### src/design/tcs_pkg.sv
// ----------------------------------------------------------------------------
// tcs_pkg
// Shared types and constants for the text chunk splitter.
// ----------------------------------------------------------------------------
package tcs_pkg;

  localparam int MAX_PART_LEN = 4096;
  localparam int MAX_DIVIDERS = 4;
  localparam int DIV_SLOTS    = 4;   // divider bytes carried by the register
  localparam int WIN_DEPTH    = 6;

  localparam int LEN_W   = 13;
  localparam int DIVC_W  = 3;
  localparam int CNT_W   = 3;

  localparam logic [7:0] CH_SPACE = 8'h20;
  localparam logic [7:0] CH_LF    = 8'h0A;
  localparam logic [7:0] CH_CR    = 8'h0D;

  // configuration register indexes
  localparam logic [1:0] REG_MAX_PART_LENGTH = 2'd0;
  localparam logic [1:0] REG_DIVIDER_CHARS   = 2'd1;
  localparam logic [1:0] REG_DIVIDER_COUNT   = 2'd2;

  typedef struct packed {
    logic [7:0] in_byte;
    logic       last;
  } in_item_t;

  typedef struct packed {
    logic [7:0] out_byte;
    logic       part_end;
    logic       message_end;
  } out_item_t;

endpackage

### src/design/text_chunk_splitter.sv
// ----------------------------------------------------------------------------
// text_chunk_splitter
// Passes message text bytes through and marks where each speech part ends.
// ----------------------------------------------------------------------------
// Usage:
//   text_valid/text_stall/text_item carry one message byte and its last flag.
//   chunk_valid/chunk_stall/chunk_item carry each released byte with its
//   part_end and message_end marks. cfg_valid/cfg_ready/cfg_index/cfg_data
//   write max_part_length (0), divider_chars (1) and divider_count (2);
//   cfg_ready is always high; writes must go in while the block is idle,
//   which the block itself does not enforce. Up to six bytes sit in a
//   lookahead window. In steady flow, while the receiver does not stall, one
//   byte is taken and one released per cycle: the result shows in the cycle
//   after the transfer of the byte that pushes it out of the window.
//   A transfer with last starts a flush: the window (1 to 6 bytes) drains one
//   byte per cycle while the receiver does not stall, and text_stall stays
//   high until the last byte is loaded into the output register.
//   Throughput is set by the single output register: one result per cycle,
//   unless the receiver stalls; then the output register holds and text_stall
//   rises in the same cycle, so nothing is lost.
//   Reset (rst, synchronous) empties the window, clears the part length and
//   output valid, and loads the register reset values.
// ----------------------------------------------------------------------------
module text_chunk_splitter (
  input  logic                 clk,
  input  logic                 rst,
  input  logic                 text_valid,
  output logic                 text_stall,
  input  tcs_pkg::in_item_t    text_item,
  output logic                 chunk_valid,
  input  logic                 chunk_stall,
  output tcs_pkg::out_item_t   chunk_item,
  input  logic                 cfg_valid,
  output logic                 cfg_ready,
  input  logic [1:0]           cfg_index,
  input  logic [31:0]          cfg_data
);

  // configuration
  logic [tcs_pkg::LEN_W-1:0]  max_part_length;
  logic [31:0]                divider_chars;
  logic [tcs_pkg::DIVC_W-1:0] divider_count;

  // window and control
  logic [7:0]                 win [tcs_pkg::WIN_DEPTH];
  logic [tcs_pkg::CNT_W-1:0]  count;       // bytes held, 0..6
  logic                       flushing;
  logic [tcs_pkg::LEN_W-1:0]  part_length;

  logic                       out_free;
  logic                       text_take;
  logic                       release_norm;
  logic                       release_flush;
  logic                       do_release;

  logic [7:0]                 view [4];    // released byte and three after it
  logic [tcs_pkg::CNT_W-1:0]  follow;
  logic                       final_byte;

  logic [tcs_pkg::LEN_W-1:0]  eff_max;
  logic [tcs_pkg::DIVC_W-1:0] eff_divc;
  logic                       is_div;
  logic                       nx_blank;
  logic                       split_text;
  logic [tcs_pkg::LEN_W-1:0]  part_length_inc;
  logic                       split;

  assign cfg_ready = 1'b1;

  // output register is free when empty or being drained this cycle
  assign out_free   = !chunk_valid || !chunk_stall;
  assign text_stall = flushing || !out_free;
  assign text_take  = text_valid && !text_stall;

  // steady flow: the sixth byte pushes the oldest one out
  assign release_norm  = text_take && !text_item.last &&
                         (count == tcs_pkg::CNT_W'(tcs_pkg::WIN_DEPTH - 1));
  assign release_flush = flushing && out_free;
  assign do_release    = release_norm || release_flush;

  // view of the byte being released: slot 0 plus its successors; in steady
  // flow the incoming byte sits behind the five held ones
  always_comb begin
    for (int i = 0; i < 4; i++) begin
      view[i] = win[i];
    end
    if (flushing) begin
      follow     = count - tcs_pkg::CNT_W'(1);
      final_byte = (count == tcs_pkg::CNT_W'(1));
    end else begin
      follow     = tcs_pkg::CNT_W'(tcs_pkg::WIN_DEPTH - 1);
      final_byte = 1'b0;
    end
  end

  // effective limits
  always_comb begin
    if (max_part_length == '0) begin
      eff_max = tcs_pkg::LEN_W'(1);
    end else if (max_part_length > tcs_pkg::LEN_W'(tcs_pkg::MAX_PART_LEN)) begin
      eff_max = tcs_pkg::LEN_W'(tcs_pkg::MAX_PART_LEN);
    end else begin
      eff_max = max_part_length;
    end
    eff_divc = divider_count;
    if (eff_divc > tcs_pkg::DIVC_W'(tcs_pkg::MAX_DIVIDERS)) begin
      eff_divc = tcs_pkg::DIVC_W'(tcs_pkg::MAX_DIVIDERS);
    end
    if (eff_divc > tcs_pkg::DIVC_W'(tcs_pkg::DIV_SLOTS)) begin
      eff_divc = tcs_pkg::DIVC_W'(tcs_pkg::DIV_SLOTS);
    end
  end

  // divider match; a zero divider slot never matches
  always_comb begin
    is_div = 1'b0;
    for (int k = 0; k < tcs_pkg::DIV_SLOTS; k++) begin
      if ((tcs_pkg::DIVC_W'(k) < eff_divc) && (divider_chars[8*k +: 8] != 8'h00) &&
          (divider_chars[8*k +: 8] == view[0])) begin
        is_div = 1'b1;
      end
    end
  end

  // text rules: divider or LF-LF need three bytes behind, CR LF CR LF five
  always_comb begin
    nx_blank   = (view[1] == tcs_pkg::CH_SPACE) || (view[1] == tcs_pkg::CH_LF) ||
                 (view[1] == tcs_pkg::CH_CR);
    split_text = 1'b0;
    if ((follow >= tcs_pkg::CNT_W'(3)) && nx_blank) begin
      if (is_div) begin
        split_text = 1'b1;
      end
      if ((view[0] == tcs_pkg::CH_LF) && (view[1] == tcs_pkg::CH_LF)) begin
        split_text = 1'b1;
      end
      if ((follow >= tcs_pkg::CNT_W'(5)) && (view[0] == tcs_pkg::CH_CR) &&
          (view[1] == tcs_pkg::CH_LF) && (view[2] == tcs_pkg::CH_CR) &&
          (view[3] == tcs_pkg::CH_LF)) begin
        split_text = 1'b1;
      end
    end
  end

  // length rule and message end
  assign part_length_inc = part_length + tcs_pkg::LEN_W'(1);
  assign split = split_text || (part_length_inc >= eff_max) || final_byte;

  // control registers
  always_ff @(posedge clk) begin
    if (rst) begin
      max_part_length <= tcs_pkg::LEN_W'(256);
      divider_chars   <= '0;
      divider_count   <= '0;
      count           <= '0;
      flushing        <= 1'b0;
      part_length     <= '0;
      chunk_valid     <= 1'b0;
    end else begin
      if (cfg_valid && cfg_ready) begin
        case (cfg_index)
          tcs_pkg::REG_MAX_PART_LENGTH: max_part_length <= cfg_data[tcs_pkg::LEN_W-1:0];
          tcs_pkg::REG_DIVIDER_CHARS:   divider_chars   <= cfg_data;
          tcs_pkg::REG_DIVIDER_COUNT:   divider_count   <= cfg_data[tcs_pkg::DIVC_W-1:0];
          default: ;
        endcase
      end

      if (do_release) begin
        chunk_valid <= 1'b1;
        part_length <= split ? '0 : part_length_inc;
      end else if (!chunk_stall) begin
        chunk_valid <= 1'b0;
      end

      if (release_flush) begin
        count <= count - tcs_pkg::CNT_W'(1);
        if (count == tcs_pkg::CNT_W'(1)) begin
          flushing <= 1'b0;
        end
      end else if (text_take) begin
        if (text_item.last) begin
          count    <= count + tcs_pkg::CNT_W'(1);
          flushing <= 1'b1;
        end else if (!release_norm) begin
          count <= count + tcs_pkg::CNT_W'(1);
        end
      end
    end
  end

  // window and output payload
  always_ff @(posedge clk) begin
    if (do_release) begin
      chunk_item.out_byte    <= view[0];
      chunk_item.part_end    <= split;
      chunk_item.message_end <= final_byte;
    end

    if (release_flush) begin
      for (int i = 0; i < tcs_pkg::WIN_DEPTH - 1; i++) begin
        win[i] <= win[i+1];
      end
    end else if (release_norm) begin
      for (int i = 0; i < tcs_pkg::WIN_DEPTH - 2; i++) begin
        win[i] <= win[i+1];
      end
      win[tcs_pkg::WIN_DEPTH-2] <= text_item.in_byte;
    end else if (text_take) begin
      win[count] <= text_item.in_byte;
    end
  end

endmodule

### config.mk
export PLATFORM = sky130hd
export DESIGN_NAME = text_chunk_splitter
export DESIGN_NICKNAME = d
export VERILOG_FILES = /design/src/design/tcs_pkg.sv /design/src/design/text_chunk_splitter.sv
export SDC_FILE = /design/constraint.sdc
export NUM_CORES = 1
export LEC_CHECK = 0
export BUFFER_PORTS_ARGS = -buffer_cell sky130_fd_sc_hd__buf_2
export CORE_ASPECT_RATIO = 0.8
export CORE_UTILIZATION = 53
export DETAILED_ROUTE_END_ITERATION = 8
export PLACE_DENSITY = 0.76
export REMOVE_ABC_BUFFERS = 1
export SYNTH_ARGS = -nofsm -noshare
export SYNTH_HDL_FRONTEND = slang
export SYNTH_SLANG_ARGS = --single-unit
### constraint.sdc
create_clock -name clk -period 2.5 [get_ports clk]
set_input_delay 0.125 -clock clk [delete_from_list [all_inputs] [get_ports clk]]
set_output_delay 0.125 -clock clk [all_outputs]
set_load 0.01 [all_outputs]
==> impl_results.md <==
* Post-DR vias/cell at 5.696
* Hold WC Path Type: in2reg
* Global-route congestion overflow total at 0
* Beginning of the worst hold path: text_item[5]
* Starting density of the core at 55.04%
* Worst skew pair latency at 410 ps
* Max-cap violation count at 0
* Hold Path End: win[5][4]$_DFFE_PP_
* Cell type with the highest occurrence count on the critical path: sky130_fd_sc_hd__and3_4
* Fill count at 733
* Routed wire length at 15,310 microns
* Type of destination of the critical path: flip-flop
* Total Nets Final at 789
* Most area-hungry cell type in the Yosys netlist: sky130_fd_sc_hd__edfxtp_1
* Number of endpoints with negative hold slack in the final report at 0
* Endpoint of the worst register-to-register path: part_length[5]$_SDFFE_PP0P_
* Gr busiest metal: met2
* Critical path, cell by cell: and3_4 -> and3_4 -> and3_4 -> xor2_1 -> ha_1 -> and3_4 -> a221oi_2 -> o21a_1 -> buf_12 -> nand4_1 -> a31oi_1
* Placer's final routability congestion estimate at 0.8440
* Sink Count at 124
* Tcrit/Tclk final at 107.2%
* Required arrival time at the worst endpoint at 2830 ps
* Cells on worst reg2reg path at 11
* Number of routed nets with antenna violations at 0
* GRT Total Usage at 26.53%
* Remaining max-slew budget at the tightest pin at 29.90%
* Detailed-placement wirelength estimate at 10,210 microns
* EDFF count, synth at 58
* Site row count at 34
* WP data arrival at 3010 ps
* Leakage power at 3.042 nW
* Maximum ir drop on the vdd rail at 0.5352 mV
* Cell internal pwr at 3.923 mW
* Pre-CTS worst setup slack at -292.3 ps
* Final setup violating endpoints at 14
* Number of global-route vias before repair at 4,898
* Full die area at 11,830 sq um
* Start-to-end type of the worst setup path: reg2reg
* Detailed Route Iter0 Violations at 485
* Synthesized cell area at 6041 sq um
* Number of distinct library cells after synthesis at 58
* Register bit total from synthesis at 124
* Worst hold path depth at 1
* Final critical-path required period at 2681 ps
* Number of CTS-inserted buffers at 17
* Width of the chip at 121.4 microns
* First drt pass iteration count at 5
* Number of levels in the clock H-tree at 4
* Sw power at 1.474 mW
* Power Total at 5.397 mW
* GR met1 Demand/Resource at 34.80%
* Share of total power consumed by net switching at 27.32%
* Antenna diode instance count at 0
* Clk_skew at 6.452 ps
* Cell total after placement at 803
* Combinational share of power at 13.7%
* Bufs on Longest Clock Path at 2
* Warning count from the yosys run at 0
* Power per cell area at 692.5 nW/um^2
* Number of antenna violations at the first check in global routing at 0
* Clock tree from TritonCTS: done
* Pin count of the biggest net entering global routing at 35
* Synth top area share at 28.83%
* DIE HEIGHT at 97.49 microns
* GRT met3 Usage at 5.869%
* Largest cells by area after synthesis: sky130_fd_sc_hd__edfxtp_1 (29%), sky130_fd_sc_hd__dfxtp_1 (22%), sky130_fd_sc_hd__nand2_1 (8.2%)
* Count of buffers from port buffering at 59
* Internal reg-to-reg setup slack at -180 ps
* Clock root buffer master: sky130_fd_sc_hd__clkbuf_16
* Wire length of the first global-routing pass at 24,100 microns
* Post-Layout Inst Area at 7794 sq um
* Share of synthesized registers carrying an async set or reset at 0%
* Maximum clock frequency at 373.0 MHz
* Fraction of layout cells with a size suffix above 1 at 29.04%
* Minimum setup slack in the final design at -180.9 ps
* Part of the total power dissipated in the clock network at 40.3%
* Launching element type of the critical path: flip-flop
* Boundary Pins at 61
* Worst Path Max Fanout at 8
* Placed cell area at 6649 sq um
* Post-detailed-route DRC marker count at 0
* Crit path buffers/inverters at 1
* Via count at 5,018
* Slew @ Worst Pin at 1041 ps
* Unrepaired setup endpoints after global routing: yes
* Grt met2 use at 42.40%
* Syn_area_per_cell at 10.14 sq um
* Max-slew violation count at 0
* CTS clk-pin slew, worst paths at 60 ps
* Gate count of the mapped netlist at 596
* WL per Instance at 17.37 microns
* Startpoint of the worst register-to-register path: part_length[2]$_SDFFE_PP0P_
* Finished Layout Cells at 881
* CP peak stage delay at 450 ps
* Footprint of the flip-flops and latches at 3065 sq um
* Fraction of the yosys area taken by sequential cells at 50.70%
* Final core utilization at 71.01%
* Placeable core region at 10,980 sq um
* Area of the multi-input gates at 3003 sq um
* Violations in the final reports: setup timing
* Share of power burned in registers at 45.9%
* Crit-path slowest cell: sky130_fd_sc_hd__dfxtp_1
* Kind of cell adding the most delay to the critical path: simple AND/OR/NAND/NOR gates
* Layout overhead on the synthesized area at 29.02%
* Launch point of the worst path: part_length[2]$_SDFFE_PP0P_
* Top_reg_cell synth: sky130_fd_sc_hd__dfxtp_1
* Result of the run: complete, but fails checks
cells by family after synthesis:
logic type / after synthesis / synth area share, %
simple gates: 240 / 19.01
flops: 124 / 50.70
compound gates: 92 / 9.756
xor+xnor: 45 / 6.524
mux: 43 / 7.954
buf+inv: 34 / 2.465
fa+ha+maj: 17 / 3.521
other cells: 1 / 0.06208
state kept, by name (all words and copies together), names as in the netlist:
signal	count
flushing	1
divider_count	3
win	48
chunk_item	10
count	3
max_part_length	13
part_length	13
chunk_valid	1
divider_chars	32
per-stage QoR:
stage | setup TNS [ps] | hold slack, ps
floorplan | -2913 | 189.6
global placement | -2371 | 367.5
detailed placement | -3073 | 371.8
CTS | -949.0 | 4.392
global route | -2857 | 2.927
finish | -1782 | 9.749
synth_stat cells, types with 3 or more instances:
| cell | count |
|---|---|
| sky130_fd_sc_hd__a21oi_1 | 54 |
| sky130_fd_sc_hd__clkbuf_1 | 18 |
| sky130_fd_sc_hd__nor3_1 | 11 |
| sky130_fd_sc_hd__o211ai_1 | 5 |
| sky130_fd_sc_hd__a21o_1 | 3 |
| sky130_fd_sc_hd__o21ai_2 | 7 |
| sky130_fd_sc_hd__ha_1 | 17 |
| sky130_fd_sc_hd__edfxtp_1 | 58 |
| sky130_fd_sc_hd__nand3_1 | 12 |
| sky130_fd_sc_hd__nand3b_1 | 5 |
| sky130_fd_sc_hd__nand2_1 | 132 |
| sky130_fd_sc_hd__and3_1 | 9 |
| sky130_fd_sc_hd__a211oi_1 | 5 |
| sky130_fd_sc_hd__dfxtp_1 | 66 |
| sky130_fd_sc_hd__nor4_1 | 14 |
| sky130_fd_sc_hd__xnor2_1 | 14 |
| sky130_fd_sc_hd__buf_2 | 8 |
| sky130_fd_sc_hd__nand4_1 | 5 |
| sky130_fd_sc_hd__nor2_1 | 20 |
| sky130_fd_sc_hd__xor2_1 | 31 |
| sky130_fd_sc_hd__mux2_2 | 40 |
| sky130_fd_sc_hd__nand2b_1 | 3 |
| sky130_fd_sc_hd__nor3b_1 | 5 |
| sky130_fd_sc_hd__inv_1 | 4 |
| sky130_fd_sc_hd__nor4b_1 | 3 |
| sky130_fd_sc_hd__mux2i_1 | 3 |
| sky130_fd_sc_hd__and2_1 | 4 |
per-layer routing:
| layer | up-vias | part of all wire, % | wire length, microns |
|---|---|---|---|
| met2 | 228 | 47 | 7172 |
| met3 | 39 | 7.4 | 1131 |
| met4 | 0 | 2.7 | 420 |
| li1 | 2378 | - | - |
| met5 | - | 0 | 0 |
| met1 | 2373 | 43 | 6580 |
worst max-delay path by stage:
| stage | endpoint | slack [ps] | cells past startpoint |
|---|---|---|---|
| after floorplan | part_length[7]$_SDFFE_PP0P_ | -280 | 11 |
| after global placement | part_length[7]$_SDFFE_PP0P_ | -250 | 12 |
| after detailed placement | part_length[7]$_SDFFE_PP0P_ | -290 | 12 |
| after CTS | part_length[3]$_SDFFE_PP0P_ | -110 | 12 |
| after global routing | part_length[5]$_SDFFE_PP0P_ | -260 | 11 |
| final | part_length[5]$_SDFFE_PP0P_ | -180 | 11 |
power groups by stage:
stage / clock (mW) / combinational, mW / sequential, mW
floorplan: 0 / 0.422 / 2.46
global route: 2.30 / 0.804 / 2.49
CTS: 2.20 / 0.723 / 2.47
detailed placement: 0 / 0.654 / 2.51
global placement: 0 / 0.623 / 2.50
finish: 2.18 / 0.741 / 2.48
placed cells by master (no fill, tap or decap), types with 3 or more instances in the layout:
cell                              n
sky130_fd_sc_hd__clkinvlp_4       7
sky130_fd_sc_hd__a211oi_2         4
sky130_fd_sc_hd__clkbuf_16       17
sky130_fd_sc_hd__a21o_1           3
sky130_fd_sc_hd__buf_6            3
sky130_fd_sc_hd__mux2_2          40
sky130_fd_sc_hd__xnor2_2          3
sky130_fd_sc_hd__inv_1            4
sky130_fd_sc_hd__edfxtp_1        58
sky130_fd_sc_hd__nand3_1          8
sky130_fd_sc_hd__nor4_1          12
sky130_fd_sc_hd__nor4b_1          3
sky130_fd_sc_hd__buf_2           59
sky130_fd_sc_hd__and3_1           4
sky130_fd_sc_hd__nor3b_1          5
sky130_fd_sc_hd__o211ai_1         5
sky130_fd_sc_hd__nor3_1          11
sky130_fd_sc_hd__dfxtp_1         64
sky130_fd_sc_hd__nand2_1        132
sky130_fd_sc_hd__and2_1           4
sky130_fd_sc_hd__mux2i_1          3
sky130_fd_sc_hd__a211oi_1         3
sky130_fd_sc_hd__nor2_2           4
sky130_fd_sc_hd__a21oi_1         53
sky130_fd_sc_hd__o21ai_2          7
sky130_fd_sc_hd__nor2_1          17
sky130_fd_sc_hd__clkinv_2         3
sky130_fd_sc_hd__xor2_1          30
sky130_fd_sc_hd__inv_6            3
sky130_fd_sc_hd__xnor2_1         11
sky130_fd_sc_hd__nand4_1          5
sky130_fd_sc_hd__buf_4           36
sky130_fd_sc_hd__nand3b_1         5
sky130_fd_sc_hd__dlygate4sd3_1   38
sky130_fd_sc_hd__nand3_2          3
sky130_fd_sc_hd__and3_4           5
sky130_fd_sc_hd__ha_1            14
cell type report:
type	count	share of cell area, %
well taps	144	2.312
inverters	5	0.2408
clock inverters	14	1.252
repair buffers	137	12.83
multi-input cells	439	38.53
flip-flops and latches	124	39.33
clock buffers	18	5.507
timing repair:
item                                    4_1_cts  5_1_grt
hold endpoints to repair                     50        0
pin swaps                                    27       11
endpoints found under the setup margin       14       14
cloned                                        1        0
hold buffers                                 38        0
gates resized for setup                      20       14
buffers inserted                              3        4
No activity file was read; power rests on OpenSTA's default activity.
